<file path="src/sv/ffa_pkg.sv">
// shared constants, codes and types of the first-fit free-list allocator
`timescale 1ns / 1ps
package ffa_pkg;

    // arena geometry
    localparam int ARENA_UNITS = 4096;
    localparam int GROW_UNITS  = 1024;
    localparam int UNIT_BYTES  = 16;
    localparam int ADDR_W      = $clog2(ARENA_UNITS);
    localparam int BYTES_W     = 16;
    localparam int SUM_W       = BYTES_W + 1;
    localparam int NEED_W      = ADDR_W + 1;
    localparam int BRK_W       = ADDR_W + 1;
    localparam int SCAN_LIMIT  = 4 * ARENA_UNITS + 8;
    localparam int GUARD_W     = $clog2(SCAN_LIMIT + 1);

    // request kinds
    localparam logic KIND_ALLOC = 1'b0;
    localparam logic KIND_FREE  = 1'b1;

    // result status codes
    localparam logic [1:0] ST_ALLOC = 2'd0;
    localparam logic [1:0] ST_OOM   = 2'd1;
    localparam logic [1:0] ST_FREED = 2'd2;

    // controller states
    typedef enum logic [3:0] {
        S_IDLE,
        S_SETUP,
        S_A_ROOT,
        S_A_FIRST,
        S_A_SCAN,
        S_A_TOP,
        S_R_ROOT,
        S_R_WALK,
        S_M_HDR,
        S_M_NEXT,
        S_M_HI,
        S_M_PREV,
        S_M_HDR2,
        S_M_LO,
        S_FREED
    } t_state;

    // datapath commands
    typedef enum logic [4:0] {
        OP_NONE,
        OP_ACCEPT,
        OP_INIT,
        OP_A_ROOT,
        OP_A_FIRST,
        OP_A_EXACT,
        OP_A_CARVE,
        OP_A_TOP,
        OP_A_NEXT,
        OP_GROW,
        OP_OOM,
        OP_R_ROOT,
        OP_R_NEXT,
        OP_R_STOP,
        OP_M_HDR,
        OP_M_NEXT,
        OP_M_HI,
        OP_M_PREV,
        OP_M_HDR2,
        OP_M_LO,
        OP_FREED
    } t_op;

    // datapath status toward the controller
    typedef struct packed {
        logic started;
        logic kind;
        logic guard_hit;
        logic fits;
        logic exact;
        logic at_rover;
        logic grow_ok;
        logic walk_stop;
    } t_stat;

endpackage

</file>
<file path="src/sv/ffa_ctrl.sv">
// controller state machine of the allocator
`timescale 1ns / 1ps
module ffa_ctrl (
    input  logic          i_clk,
    input  logic          i_rst_n,
    input  logic          start,
    input  ffa_pkg::t_stat i_stat,
    output ffa_pkg::t_op  o_op,
    output logic          busy
);
    import ffa_pkg::*;

    t_state r_state, n_state;
    logic   r_ret_alloc, n_ret_alloc;

    // state register
    always_ff @(posedge i_clk) begin
        if (!i_rst_n) begin
            r_state     <= S_IDLE;
            r_ret_alloc <= 1'b0;
        end else begin
            r_state     <= n_state;
            r_ret_alloc <= n_ret_alloc;
        end
    end

    // next state and commands
    always_comb begin
        n_state     = r_state;
        n_ret_alloc = r_ret_alloc;
        o_op        = OP_NONE;
        busy        = (r_state != S_IDLE);
        unique case (r_state)
            S_IDLE: begin
                if (start) begin
                    o_op    = OP_ACCEPT;
                    n_state = S_SETUP;
                end
            end
            S_SETUP: begin
                o_op = i_stat.started ? OP_NONE : OP_INIT;
                if (i_stat.kind == KIND_ALLOC) begin
                    n_state = S_A_ROOT;
                end else begin
                    n_ret_alloc = 1'b0;
                    n_state     = S_R_ROOT;
                end
            end
            S_A_ROOT: begin
                o_op    = OP_A_ROOT;
                n_state = S_A_FIRST;
            end
            S_A_FIRST: begin
                o_op    = OP_A_FIRST;
                n_state = S_A_SCAN;
            end
            // one free-list node per cycle
            S_A_SCAN: begin
                priority if (i_stat.guard_hit) begin
                    o_op    = OP_OOM;
                    n_state = S_IDLE;
                end else if (i_stat.exact) begin
                    o_op    = OP_A_EXACT;
                    n_state = S_IDLE;
                end else if (i_stat.fits) begin
                    o_op    = OP_A_CARVE;
                    n_state = S_A_TOP;
                end else if (i_stat.at_rover) begin
                    if (i_stat.grow_ok) begin
                        o_op        = OP_GROW;
                        n_ret_alloc = 1'b1;
                        n_state     = S_R_ROOT;
                    end else begin
                        o_op    = OP_OOM;
                        n_state = S_IDLE;
                    end
                end else begin
                    o_op = OP_A_NEXT;
                end
            end
            S_A_TOP: begin
                o_op    = OP_A_TOP;
                n_state = S_IDLE;
            end
            S_R_ROOT: begin
                o_op    = OP_R_ROOT;
                n_state = S_R_WALK;
            end
            // walk to the insertion point
            S_R_WALK: begin
                if (i_stat.walk_stop) begin
                    o_op    = OP_R_STOP;
                    n_state = S_M_HDR;
                end else begin
                    o_op = OP_R_NEXT;
                end
            end
            S_M_HDR: begin
                o_op    = OP_M_HDR;
                n_state = S_M_NEXT;
            end
            S_M_NEXT: begin
                o_op    = OP_M_NEXT;
                n_state = S_M_HI;
            end
            S_M_HI: begin
                o_op    = OP_M_HI;
                n_state = S_M_PREV;
            end
            S_M_PREV: begin
                o_op    = OP_M_PREV;
                n_state = S_M_HDR2;
            end
            S_M_HDR2: begin
                o_op    = OP_M_HDR2;
                n_state = S_M_LO;
            end
            S_M_LO: begin
                o_op    = OP_M_LO;
                n_state = r_ret_alloc ? S_A_ROOT : S_FREED;
            end
            S_FREED: begin
                o_op    = OP_FREED;
                n_state = S_IDLE;
            end
            default: begin
                n_state = S_IDLE;
            end
        endcase
    end

endmodule

</file>
<file path="config.mk">
export PLATFORM = sky130hd
export DESIGN_NAME = ffa_ctrl
export DESIGN_NICKNAME = d
export VERILOG_FILES = /design/src/sv/ffa_pkg.sv /design/src/sv/ffa_ctrl.sv
export SDC_FILE = /design/constraint.sdc
export NUM_CORES = 1
export LEC_CHECK = 0
export BUFFER_PORTS_ARGS = -buffer_cell sky130_fd_sc_hd__buf_2
export CAP_MARGIN = 15
export CELL_PAD_IN_SITES_DETAIL_PLACEMENT = 1
export CELL_PAD_IN_SITES_GLOBAL_PLACEMENT = 2
export CORE_MARGIN = 5
export CORE_UTILIZATION = 23
export CTS_CLUSTER_SIZE = 40
export DETAILED_ROUTE_END_ITERATION = 8
export PLACE_DENSITY = 0.79
export SLEW_MARGIN = 20
export SYNTH_ARGS = -nofsm -noshare
export SYNTH_HDL_FRONTEND = slang
export SYNTH_SLANG_ARGS = --single-unit
</file>
<file path="constraint.sdc">
create_clock -name i_clk -period 1.44 [get_ports i_clk]
set_input_delay 0.144 -clock i_clk [delete_from_list [all_inputs] [get_ports i_clk]]
set_output_delay 0.144 -clock i_clk [all_outputs]
set_load 0.02 [all_outputs]
</file>
* Yosys cells after proc, flatten, opt, wreduce, memory -nomap -nowiden *
Cells that the tools add are included.
Widths: inputs -> output; s select.

storage, ports and cells
  flip-flop bits (word level) = 5
  input bits = 11
  output and inout bits = 6
  word-level logic and storage cells = 56

cells by class
  equality and inequality tests = 23
  muxes and demuxes = 26
  reductions and logical operators = 5

operators by type and width
  kind                count
  $pmux 5 s15         1
  $pmux 4 s13         1
  $eq 4x4->1 const B  7
  $mux 4              7
  $mux 5              4
  $eq 4x3->1 const B  4
  $ne 2x2->1 const B  8
  $eq 4x2->1 const B  2
  $mux 1              8
  $reduce_and 7->1    1
  $mux 3              2
  $ne 5x5->1 const B  1
  $eq 4x1->1 const B  1
  $logic_not 4->1     1
  $mux 2              2
  $reduce_bool 4->1   1
  $reduce_and 3->1    1
  $pmux 1 s2          1
  $reduce_bool 2->1   1

* Logic depth before layout (Yosys ltp) *
Gate-level depths: netlist (run 1).

  word-level depth = 6
  mapped depth = 6
  mapped depth without buffers = 5

* Worst setup path before layout (run 1) *
Ideal clock, no wire load.

  kind = register to register
  from = register r_state[0]
  to = register r_state[2]
  library setup time = 0.115 ns
  arrival time = 1.472 ns
  required time = 1.325 ns
  path slack = -0.148 ns
  stages on the path, launching flop included = 7
  buffers on the path = 1
  clock period less this slack = 1.588 ns
  path through = dfxtp_1 buf_6 or2_1 or3_4 nor4_4 nor2_2 a31o_1

on the way
  cells in the longest elaborated chain, start to end = 3
  elaborated cells on any way between the ends = 18
  classes of those cells = eq/ne: 15; mux: 1; reduce/logical: 2

RTL lines
  element                                             RTL line        RTL
  start, declared                                     ffa_ctrl.sv:13  t_state r_state, n_state;
  start signal, assigned                              ffa_ctrl.sv:22  r_state <= n_state;
  $eq 4x3->1 or $logic_not 4->1 (tied branches)       ffa_ctrl.sv:33  unique case (r_state)
  $ne 5x5->1 (no line) or $ne 2x2->1 (tied branches)  --
  $reduce_and 3->1 (no line)                          --

Parallel ways exist; a longest one is shown, timed or not.
A chain may end at the register's enable or synchronous reset.

* Worst setup path in the final report (run 1) *
  from = register r_state[0]
  to = output o_op[0]

on the way
  cells in the longest elaborated chain, start to end = 2
  elaborated cells on any way between the ends = 16
  classes of those cells = eq/ne: 14; mux: 1; reduce/logical: 1

RTL lines
  element                                   RTL line        RTL
  $eq 4x4->1, or another cell as far along  ffa_ctrl.sv:33
  $pmux 5 s15 *                             ffa_ctrl.sv:33
  end, declared                             ffa_ctrl.sv:8   output ffa_pkg::t_op o_op,

Every way passes the cells marked *; elsewhere a longest branch is shown, timed or not.

==> summary.md, run 1 <==
| Metric | Value |
|---|---|
| Synth Warn # | `0` |
| Status | `finished with violations` |
| GPL Wtd Cong | `0.824` |
| Total Routed Length | `around 2200 um` |
| Arrival time worst endpoint | `around 1.6 ns` |
| First-pass GRT wire length | `between 3000 and 4000 um` |
| Share of the synthesized area in the top cell type | `17.7%` |
| Final-report hold violation count | `0` |
| CP cell instances | `or2_1 > or3_4 > o32a_1 > o21ai_2 > buf_6` |
| Final setup vio count | `8` |
| Site Rows | `18` |
| TritonCTS Sinks | `5` |
| CP required | `between 1 and 1.5 ns` |
| Slowest CP cell | `or3_4` |
| Post-synth ARST share | `0%` |
| DP HPWL | `between 1500 and 2000 um` |
| DP Cell Count | `~140` |
| WHS Path Cells | `2` |
| Synthesized flop and latch total | `5` |
| Overall routing resource usage | `between 10 and 15%` |
| N_diodes | `0` |
| Routed WL per cell | `15.4 um` |
| P&R area growth vs syn | `54.4%` |
| Largest net degree at the start of global routing | `20` |
| Clk pin slew, worst setup/hold paths | `about 0.040 ns` |
| Endpoint class of the critical path | `primary output` |
| Avg Inst Size Synth | `roughly 6.7 um2` |
| Top Usage Layer GRT | `met2` |
| Reg-to-reg slack, setup | `-0.16 ns` |
| Largest stage delay, worst path | `around 0.37 ns` |
| Clk_lat worst skew | `between 0.2 and 0.25 ns` |
| Max Freq | `~0.58 GHz` |
| Syn Inst Count | `between 80 and 90` |
| Buffers plus inverters on the worst setup path | `1` |
| Critical Path Source Type | `flip-flop` |
| Vias per cell | `~5.1` |
| Htree depth | `1` |
| Setup WS post-layout | `-0.279 ns` |
| Peak supply drop | `734 uV` |
| Initial Util | `between 20% and 30%` |
| Post-Layout Cell Count | `about 140` |
| Bufs on Longest Clock Path | `2` |
| Layout cells sized above 1 | `41.6%` |
| Slew Viols, Final | `0` |
| Fin util | `between 30 and 40%` |
| CTS Buf Count | `3` |
| Total power draw | `around 0.9 mW` |
| DRT Pass-1 Iters | `4` |
| PortBufs | `16` |
| Worst Hold Path EP | `r_ret_alloc` |
| TritonCTS clock tree | `yes` |
| Cell taking the most area after synthesis | `dfxtp_1` |
| GR Util met3 | `roughly 1.3%` |
| Synth top area cells | `dfxtp_1 (18%), a21oi_1 (8.0%), nor2_1 (6.6%), o21ai_0 (5.3%), o21a_1 (5.3%)` |
| Number of flops mapped to enable cells by yosys | `0` |
| Rel. slew slack | `slightly above 70%` |
| Synthesized area | `566 um2` |
| Tmin final | `1.72 ns` |
| FF-to-FF End | `r_state[2]` |
| Pleak | `~0.35 nW` |
| Core area | `2410 um2` |
| PD cells | `roughly 1000 nW/um2` |
| Via Count | `around 730` |
| Final worst-path cycle share | `119%` |
| Setup CP Type | `reg -> out` |
| Initial DRC count | `9` |
| Syn_nets | `96` |
| Io pins | `17` |
| Residual DRC | `0` |
| Die area | `3550 um2` |
| Max-Cap Viols | `0` |
| Min-Delay Path Class | `in -> reg` |
| Initial antenna violation count | `0` |
| Chip Width | `slightly below 60 um` |
| Met1 GRT Util | `approximately 15%` |
| M2 GR Usage | `21.5%` |
| Antenna Nets Post-Route | `0` |
| Crit Path Max Fanout | `3` |
| Grt total ovfl | `0` |
| Netlist cell types | `32` |
| Sequential fraction of the synthesis area | `around 18%` |
| Multi-input logic area | `480 um2` |
| Crit path max-delay family | `simple AND/OR/NAND/NOR gates` |
| Synth Flop Type | `dfxtp_1` |
| Failing checks | `negative setup slack` |
| Hold path startpoint | `i_stat[6]` |
| Clock skew | `~0.0023 ns` |
| CTS root buffer | `clkbuf_4` |
| RSZ-0062 raised after global routing | `yes` |
| Worst-margin pin slew | `about 0.42 ns` |
| Pre-CTS WS | `-0.121 ns` |
| Register area | `101 um2` |
| R2R Path Start | `r_state[0]` |
| NumNets Final | `~130` |
| Vias in the first global route | `roughly 740` |
| Fillers | `306` |
| Reg2reg path depth | `7` |
| Die Y | `59.6 um` |
[worst reg2reg max path: cells and delay by family, from the launching register on]
| family | cells | cell delay [ns] |
|---|---|---|
| AND/OR/NAND/NOR | 3 | 0.48 |
| flip-flops | 1 | 0.30 |
| buffers and inverters | 2 | 0.28 |
| AO/OA/AOI/OAI | 2 | 0.43 |
[synthesized netlist by cell type, drive strengths merged, types with 2 or more instances]
library cell,n
nand2,6
a21oi,9
clkbuf,4
buf,2
o22ai,3
nor2b,2
nand2b,4
o21ai,6
dfxtp,5
o21a,4
a31oi,4
inv,5
nor3,4
nor4,2
nor2,11
[final cells by class]
type                            instances  area share, %
Multi-Input combinational cell         69           55.0
Clock buffer                            4           3.01
Tap cell                               30           4.30
Timing Repair Buffer                   30           23.9
Sequential cell                         5           11.6
Inverter                                5           2.15
[cell families (layout without fill, tap and decap cells)]
| kind of cell | Yosys count | after routing | synth area share, % |
|---|---|---|---|
| compound gates | 35 | 35 | 39.8 |
| simple gates | 33 | 33 | 32.1 |
| xor+xnor | 1 | 1 | 1.55 |
| flops | 5 | 5 | 17.7 |
| buf+inv | 11 | 39 | 8.85 |
[sequential cells by signal, summed over array words and instances (netlist names)]
name and count:
r_ret_alloc 1, r_state 4
[where the power goes]
part	switching, mW	leakage (nW)	internal, mW	total, mW
Clock	0.0565	0.0150	0.105	0.161
Sequential	0.00604	0.0412	0.154	0.160
Combinational	0.300	0.295	0.256	0.555
Total	0.362	0.351	0.514	0.876
[layout by cell type, fill, tap and decap left out, drive strengths merged, types with 2 or more instances in the layout]
cell	n
o21a	4
dfxtp	5
a31oi	4
nor3	4
o21ai	6
nor4	2
nor2	11
o22ai	3
nor2b	2
nand2b	4
inv	5
buf	30
a21oi	9
clkbuf	4
nand2	6
[through the flow]
stage | instance area (um2) | hold WS, ns | setup TNS (ns)
final | 873 | 0.143 | -1.15
after global routing | 873 | 0.126 | -1.71
after CTS | 813 | 0.130 | -1.22
after detailed placement | 751 | 0.387 | -0.448
after global placement | 751 | 0.377 | -0.185
after floorplan | 582 | 0.248 | -0.527
[how the worst max path moves through the flow]
stage,endpoint,from,depth (start not counted)
floorplan,r_state[2],r_state[0],6
global placement,r_state[2],r_state[0],5
detailed placement,r_state[1],r_state[0],5
CTS,o_op[0],r_state[0],5
global route,o_op[0],r_state[0],5
finish,o_op[0],r_state[0],5
[routing by layer]
| metal | wire length [um] | part of all wire, % |
|---|---|---|
| met2 | 1200 | 54 |
| met4 | 19 | 0.86 |
| met3 | 30 | 1.4 |
| met5 | 0 | 0 |
| met1 | 952 | 43 |
[timing repair]
item / in CTS / in global routing
setup endpoints to repair: 7 / 11
pin swaps: 4 / 2
hold buffers: 0 / 0
buffers inserted: 2 / 1
gates resized for setup: 6 / 11
Power figures use the tool's default switching activity.
==> run 2, diff against run 1 <==
Settings changed: ABC_AREA from default to 1, CORE_UTILIZATION 23 to 21, PLACE_DENSITY 0.79 to 0.8.
==> summary.md, run 2 <==
| Metric | Value |
|---|---|
| Routed WL per cell | `12.3 um (was 15.4 um)` |
| Top cells by count, synth | `nand2_1 (33), inv_1 (13), nor2_1 (13), nand3_1 (11), a21oi_1 (8) (was nor2_1 (10), a21oi_1 (9), nand2_1 (6), o21ai_0 (6))` |
| Syn_nets | `121 (was 96)` |
| Core area | `2690 um2 (was 2410 um2)` |
| Io pins | `17 (unchanged)` |
| Initial DRC count | `12 (was 9)` |
| Site Rows | `19 (was 18)` |
| Status | `finished with violations (unchanged)` |
| Tmin final | `1.52 ns (was 1.72 ns)` |
| Hold WS | `0.140 ns (was 0.143 ns)` |
| Cell taking the most area after synthesis | `nand2_1 (was dfxtp_1)` |
| Share of the synthesized area in the top cell type | `21.6% (was 17.7%)` |
| Arrival time worst endpoint | `1.37 ns (was 1.58 ns)` |
| DP HPWL | `1770 um (was 1540 um)` |
| Vias per cell | `4.55 (was 5.12)` |
| Via Count | `773 (was 732)` |
| CTS root buffer | `clkbuf_4 (unchanged)` |
| Residual DRC | `0 (unchanged)` |
| Grt total ovfl | `0 (unchanged)` |
| Critical Path Start | `r_state[2] (was r_state[0])` |
| Overall routing resource usage | `11.5% (was 12.0%)` |
| Setup crit end | `o_op[1] (was o_op[0])` |
| Netlist cell types | `17 (was 32)` |
| Max-Cap Viols | `0 (unchanged)` |
| Peak supply drop | `582 uV (was 734 uV)` |
| Endpoint class of the critical path | `primary output (unchanged)` |
| R2R Path Start | `r_state[2] (was r_state[0])` |
| Clk_lat worst skew | `0.24 ns (about the same)` |
| Reg2reg path depth | `8 (was 7)` |
| Synth top area cells | `nand2_1 (22%), dfxtp_1 (17%), nand3_1 (9.6%), inv_1 (8.5%), nor2_1 (8.5%) (was dfxtp_1 (18%), a21oi_1 (8.0%), nor2_1 (6.6%), o21ai_0 (5.3%), o21a_1 (5.3%))` |
| Fin util | `32.7% (was 36.2%)` |
| Failing checks | `negative setup slack (unchanged)` |
| Avg Inst Size Synth | `5.22 um2 (was 6.65 um2)` |
| Post-synth ARST share | `0% (unchanged)` |
| CTS Buf Count | `3 (unchanged)` |
| Vias in the first global route | `793 (was 738)` |
| DP Area | `716 um2 (was 751 um2)` |
| PD cells | `714 nW/um2 (was 1000 nW/um2)` |
| DRT Pass-1 Iters | `4 (unchanged)` |
| Largest Register | `r_state (unchanged)` |
| Pleak | `0.447 nW (was 0.351 nW)` |
| Initial Util | `21.4% (was 23.5%)` |
| Final setup vio count | `4 (was 8)` |
| Critical Path Source Type | `flip-flop (unchanged)` |
| Total Routed Length | `2100 um (was 2200 um)` |
| Die Y | `62.3 um (was 59.6 um)` |
| Syn Inst Count | `110 (was 85)` |
| Synth Warn # | `0 (unchanged)` |
| FF-to-FF End | `r_state[3] (was r_state[2])` |
| Die area | `3880 um2 (was 3550 um2)` |
| Number of flops mapped to enable cells by yosys | `0 (unchanged)` |
| Synth Flop Type | `dfxtp_1 (unchanged)` |
| Crit Path Max Fanout | `6 (was 3)` |
| Final worst-path cycle share | `105% (was 119%)` |
| Top Registers | `r_state (4), r_ret_alloc (1) (unchanged)` |
| Max Freq | `0.659 GHz (was 0.582 GHz)` |
| Largest net degree at the start of global routing | `8 (was 20)` |
| Sequential fraction of the synthesis area | `17.4% (was 17.7%)` |
| Worst-margin pin slew | `0.284 ns (was 0.417 ns)` |
| NumNets Final | `151 (was 125)` |
| Setup WS post-layout | `-0.0778 ns (was -0.279 ns)` |
| PortBufs | `16 (unchanged)` |
| N_diodes | `0 (unchanged)` |
| Clk pin slew, worst setup/hold paths | `0.04 ns (about the same)` |
| Fin area | `880 um2 (was 873 um2)` |
| Chip Width | `62.3 um (was 59.6 um)` |
| Synthesized flop and latch total | `5 (unchanged)` |
| TritonCTS Sinks | `5 (unchanged)` |
| RSZ-0062 raised after global routing | `yes (unchanged)` |
| Slew Viols, Final | `0 (unchanged)` |
| Bufs on Longest Clock Path | `2 (unchanged)` |
| Reg-to-reg slack, setup | `0.13 ns (was -0.16 ns)` |
| First-pass GRT wire length | `3640 um (was 3290 um)` |
| Layout cells sized above 1 | `41.7% (was 41.6%)` |
| GPL Wtd Cong | `0.786 (was 0.824)` |
| Largest register FFs | `4 (unchanged)` |
| CP required | `1.30 ns (about the same)` |
| Min-Delay Path Class | `in -> reg (unchanged)` |
| Final-report hold violation count | `0 (unchanged)` |
| Most numerous cell in the Yosys netlist | `nand2_1 (was nor2_1)` |
| Antenna Nets Post-Route | `0 (unchanged)` |
| Commonest non-fill, non-tap cell in the layout | `nand2_1 (was buf_4)` |
| Most frequent cells in the layout | `nand2_1 (29), buf_4 (12), inv_1 (11), nand3_1 (11), buf_2 (11) (was buf_4 (16), buf_2 (11), nor2_1 (10), a21oi_1 (9), nand2_1 (6))` |
| P&R area growth vs syn | `53.2% (was 54.4%)` |
| Rel. slew slack | `80.9% (was 72.0%)` |
| Clock skew | `0.00371 ns (was 0.00234 ns)` |
| Initial antenna violation count | `0 (unchanged)` |
| Setup CP Type | `reg -> out (unchanged)` |
| Synthesized area | `574 um2 (was 566 um2)` |
| TritonCTS clock tree | `yes (unchanged)` |
| Htree depth | `1 (unchanged)` |
run 2: cell count changes in the layout (fill, tap and decap cells not counted), sizes merged, moves of 4 or more:
cell    change
nand2      +28
inv        +13
nand3      +11
nor2        +9
buf         -5
a31oi       -4
nand2b      -4
o21a        -4
run 2: metrics by stage:
step | worst slack (ns) | TNS [ns] | std cells | total power [mW]
2_1_floorplan | 0.138 | 0 | 110 | 0.334
3_3_place_gp | -0.131 | -0.254 | 160 | 0.414
3_5_place_dp | -0.0689 | -0.124 | 160 | 0.417
4_1_cts | -0.0939 | -0.247 | 167 | 0.622
5_1_grt | -0.199 | -0.827 | 170 | 0.688
6_report | -0.0778 | -0.259 | 170 | 0.628
run 2: worst max-delay path: stages, from the launching register on:
cell and delay [ns]:
dfxtp_4 0.39, inv_4 0.05, nor2_4 0.20, nand2_2 0.09
nand2_2 0.09, nor3b_2 0.05, o211ai_1 0.09, buf_4 0.17
run 2: worst min-delay path by stage:
stage,endpoint,from,cells after the start,slack [ns]
finish,r_ret_alloc,i_rst_n,3,0.14
global route,r_ret_alloc,i_rst_n,3,0.15
CTS,r_ret_alloc,i_rst_n,3,0.13
detailed placement,r_ret_alloc,i_rst_n,3,0.39
global placement,r_ret_alloc,i_rst_n,3,0.39
floorplan,r_ret_alloc,i_rst_n,2,0.26
run 2: power by group:
| group | switching (mW) | internal (mW) | leakage, nW |
|---|---|---|---|
| combinational | 0.175 | 0.116 | 0.389 |
| sequential | 0.0257 | 0.149 | 0.0436 |
| clock | 0.0577 | 0.105 | 0.0150 |
| total | 0.258 | 0.370 | 0.447 |
run 2: final cells by class:
| type | instances | area [um2] |
|---|---|---|
| Fill cell | 368 | 1810 |
| Multi-Input combinational cell | 87 | 459 |
| Timing Repair Buffer | 25 | 168 |
| Sequential cell | 5 | 115 |
| Inverter | 18 | 72.6 |
| Tap cell | 31 | 38.8 |
| Clock buffer | 4 | 26.3 |
run 2: logic make-up after synthesis:
group | after synthesis | share of synthesized area, %
flops | 5 | 17.4
buf+inv | 18 | 11.8
compound gates | 17 | 16.8
simple gates | 70 | 54.0
run 2: repair_timing:
| action | in CTS | in global routing |
|---|---|---|
| buffers inserted | 3 | 3 |
| resized for setup | 29 | 5 |
| pin swaps | 0 | 3 |
| hold buffers | 0 | 0 |
| cloned | 0 | 0 |
| setup endpoints to repair | 5 | 5 |
run 2: metal layers:
layer	GRT usage [%]	wire [um]	vias to the layer above
met1	15.4	976	352
met5	0	0	-
met3	3.06	56	0
li1	-	-	410
met4	2.39	0	0
met2	18.4	1060	11
==> run 3, diff against run 2 <==
Settings changed: CORE_MARGIN 5 to default.
==> summary.md, run 3 (synthesized netlist as in run 2, its figures left out) <==
| Metric | Value |
|---|---|
| Status | `finished with violations (unchanged)` |
| Failing checks | `negative setup slack (unchanged)` |
| Vias in the first global route | `804 (was 793)` |
| Endpoint class of the critical path | `primary output (unchanged)` |
| CP required | `1.30 ns (about the same)` |
| Initial Util | `22.8% (was 21.4%)` |
| PD cells | `728 nW/um2 (was 714 nW/um2)` |
| Total power draw | `0.656 mW (was 0.628 mW)` |
| Slew Viols, Final | `0 (unchanged)` |
| Core area | `2520 um2 (was 2690 um2)` |
| Overall routing resource usage | `17.6% (was 11.5%)` |
| Hold path startpoint | `i_rst_n (unchanged)` |
| Hold buffer count at cts | `0 (unchanged)` |
| Max-Cap Viols | `0 (unchanged)` |
| Antenna Nets Post-Route | `0 (unchanged)` |
| Largest net degree at the start of global routing | `8 (unchanged)` |
| Io pins | `17 (unchanged)` |
| Die area | `2950 um2 (was 3880 um2)` |
| TritonCTS Sinks | `5 (unchanged)` |
| Rel. slew slack | `78.2% (was 80.9%)` |
| First-pass GRT wire length | `3550 um (was 3640 um)` |
| Routed WL per cell | `12.7 um (was 12.3 um)` |
| Clk pin slew, worst setup/hold paths | `0.05 ns (was 0.04 ns)` |
| Commonest non-fill, non-tap cell in the layout | `nand2_1 (unchanged)` |
| Top Registers | `r_state (4), r_ret_alloc (1) (unchanged)` |
| RSZ-0062 raised after global routing | `yes (unchanged)` |
| CTS Buf Count | `3 (unchanged)` |
| Final-report hold violation count | `0 (unchanged)` |
| Clk_lat worst skew | `0.25 ns (was 0.24 ns)` |
| Htree depth | `1 (unchanged)` |
| N_diodes | `0 (unchanged)` |
| Total Routed Length | `2170 um (was 2100 um)` |
| Layout cells sized above 1 | `44.0% (was 41.7%)` |
| DRT Pass-1 Iters | `4 (unchanged)` |
| Critical Path Source Type | `flip-flop (unchanged)` |
| Reg2reg path depth | `9 (was 8)` |
| PortBufs | `16 (unchanged)` |
| Chip Width | `54.3 um (was 62.3 um)` |
| Residual DRC | `0 (unchanged)` |
| Via Count | `804 (was 773)` |
| CTS root buffer | `clkbuf_4 (unchanged)` |
| Pleak | `0.454 nW (was 0.447 nW)` |
| Die Y | `54.3 um (was 62.3 um)` |
| Largest register FFs | `4 (unchanged)` |
| Initial DRC count | `5 (was 12)` |
| GPL Wtd Cong | `0.845 (was 0.786)` |
| Crit Path Max Fanout | `6 (unchanged)` |
| Reg-to-reg slack, setup | `0.10 ns (was 0.13 ns)` |
| Initial antenna violation count | `0 (unchanged)` |
| TritonCTS clock tree | `yes (unchanged)` |
| Grt total ovfl | `0 (unchanged)` |
| Pre-CTS WS | `-0.102 ns (was -0.0689 ns)` |
| Largest Register | `r_state (unchanged)` |
| Setup CP Type | `reg -> out (unchanged)` |
| Min-Delay Path Class | `in -> reg (unchanged)` |
| Vias per cell | `4.70 (was 4.55)` |
| Worst-margin pin slew | `0.323 ns (was 0.284 ns)` |
| Max Freq | `0.655 GHz (was 0.659 GHz)` |
| Peak supply drop | `364 uV (was 582 uV)` |
| WHS Path Cells | `3 (unchanged)` |
| Most frequent cells in the layout | `nand2_1 (29), buf_4 (13), inv_1 (12), nand3_1 (11), buf_2 (11) (was nand2_1 (29), buf_4 (12), inv_1 (11), nand3_1 (11), buf_2 (11))` |
| Worst Hold Path EP | `r_ret_alloc (unchanged)` |
| Setup WS post-layout | `-0.0872 ns (was -0.0778 ns)` |
| Fillers | `351 (was 368)` |
| DP HPWL | `1750 um (was 1770 um)` |
| Final setup vio count | `4 (unchanged)` |
| Site Rows | `18 (was 19)` |
| NumNets Final | `153 (was 151)` |
| Tmin final | `1.53 ns (was 1.52 ns)` |
| FF-to-FF End | `r_state[0] (was r_state[3])` |
| Clock skew | `0.0115 ns (was 0.00371 ns)` |
| P&R area growth vs syn | `56.9% (was 53.2%)` |
| R2R Path Start | `r_state[2] (unchanged)` |
| Arrival time worst endpoint | `1.38 ns (was 1.37 ns)` |
| Bufs on Longest Clock Path | `2 (unchanged)` |
| Final worst-path cycle share | `106% (was 105%)` |
run 3: layout make-up:
cell class | instances | area, um2 | area share [%]
Sequential cell | 5 | 113 | 12.5
Inverter | 18 | 70.1 | 7.78
Multi-Input combinational cell | 87 | 468 | 51.9
Tap cell | 30 | 37.5 | 4.17
Clock buffer | 4 | 26.3 | 2.92
Timing Repair Buffer | 27 | 186 | 20.7
run 3: what timing repair did:
action,4_1_cts,5_1_grt
gates resized for setup,26,9
endpoints found under the hold margin,0,0
setup buffers,2,3
pin swaps,7,4
endpoints found under the setup margin,5,9
run 3: power breakdown:
part           total, mW  internal [mW]  switching, mW
clock              0.173          0.105         0.0672
sequential         0.175          0.149         0.0262
combinational      0.308          0.129          0.179
run 3: critical path: stages, from the launching register on:
cell	delay (ns)
dfxtp_2	0.41
inv_2	0.09
nor2_2	0.14
nand2_2	0.08
nand2_2	0.09
nor3b_2	0.05
o211ai_1	0.10
buf_4	0.17
run 3: stage by stage:
step	setup TNS, ns	hold WS (ns)	cells	area, um2	util (%)
after floorplan	0	0.265	110	574	-
after global placement	-0.248	0.385	162	737	29.2
after detailed placement	-0.201	0.389	162	737	29.2
after CTS	-0.294	0.123	168	848	33.6
after global routing	-0.682	0.144	171	901	35.7
final	-0.311	0.120	171	901	35.7
run 3: worst max-delay path by stage:
stage	startpoint	endpoint	slack, ns
3_5_place_dp	r_state[3]	o_op[2]	-0.10
5_1_grt	r_state[1]	o_op[1]	-0.18
6_report	r_state[1]	o_op[1]	-0.09
4_1_cts	r_state[2]	o_op[0]	-0.09
2_1_floorplan	r_state[0]	o_op[0]	0.14
3_3_place_gp	r_state[3]	o_op[2]	-0.14
run 3: per-layer routing:
layer / global-route usage [%] / part of all wire (%) / vias up
li1: - / - / 415
met1: 21.3 / 44 / 374
met2: 31.1 / 53 / 11
met3: 2.50 / 1.7 / 4
met4: 6.41 / 1.2 / 0
met5: 0 / 0 / -
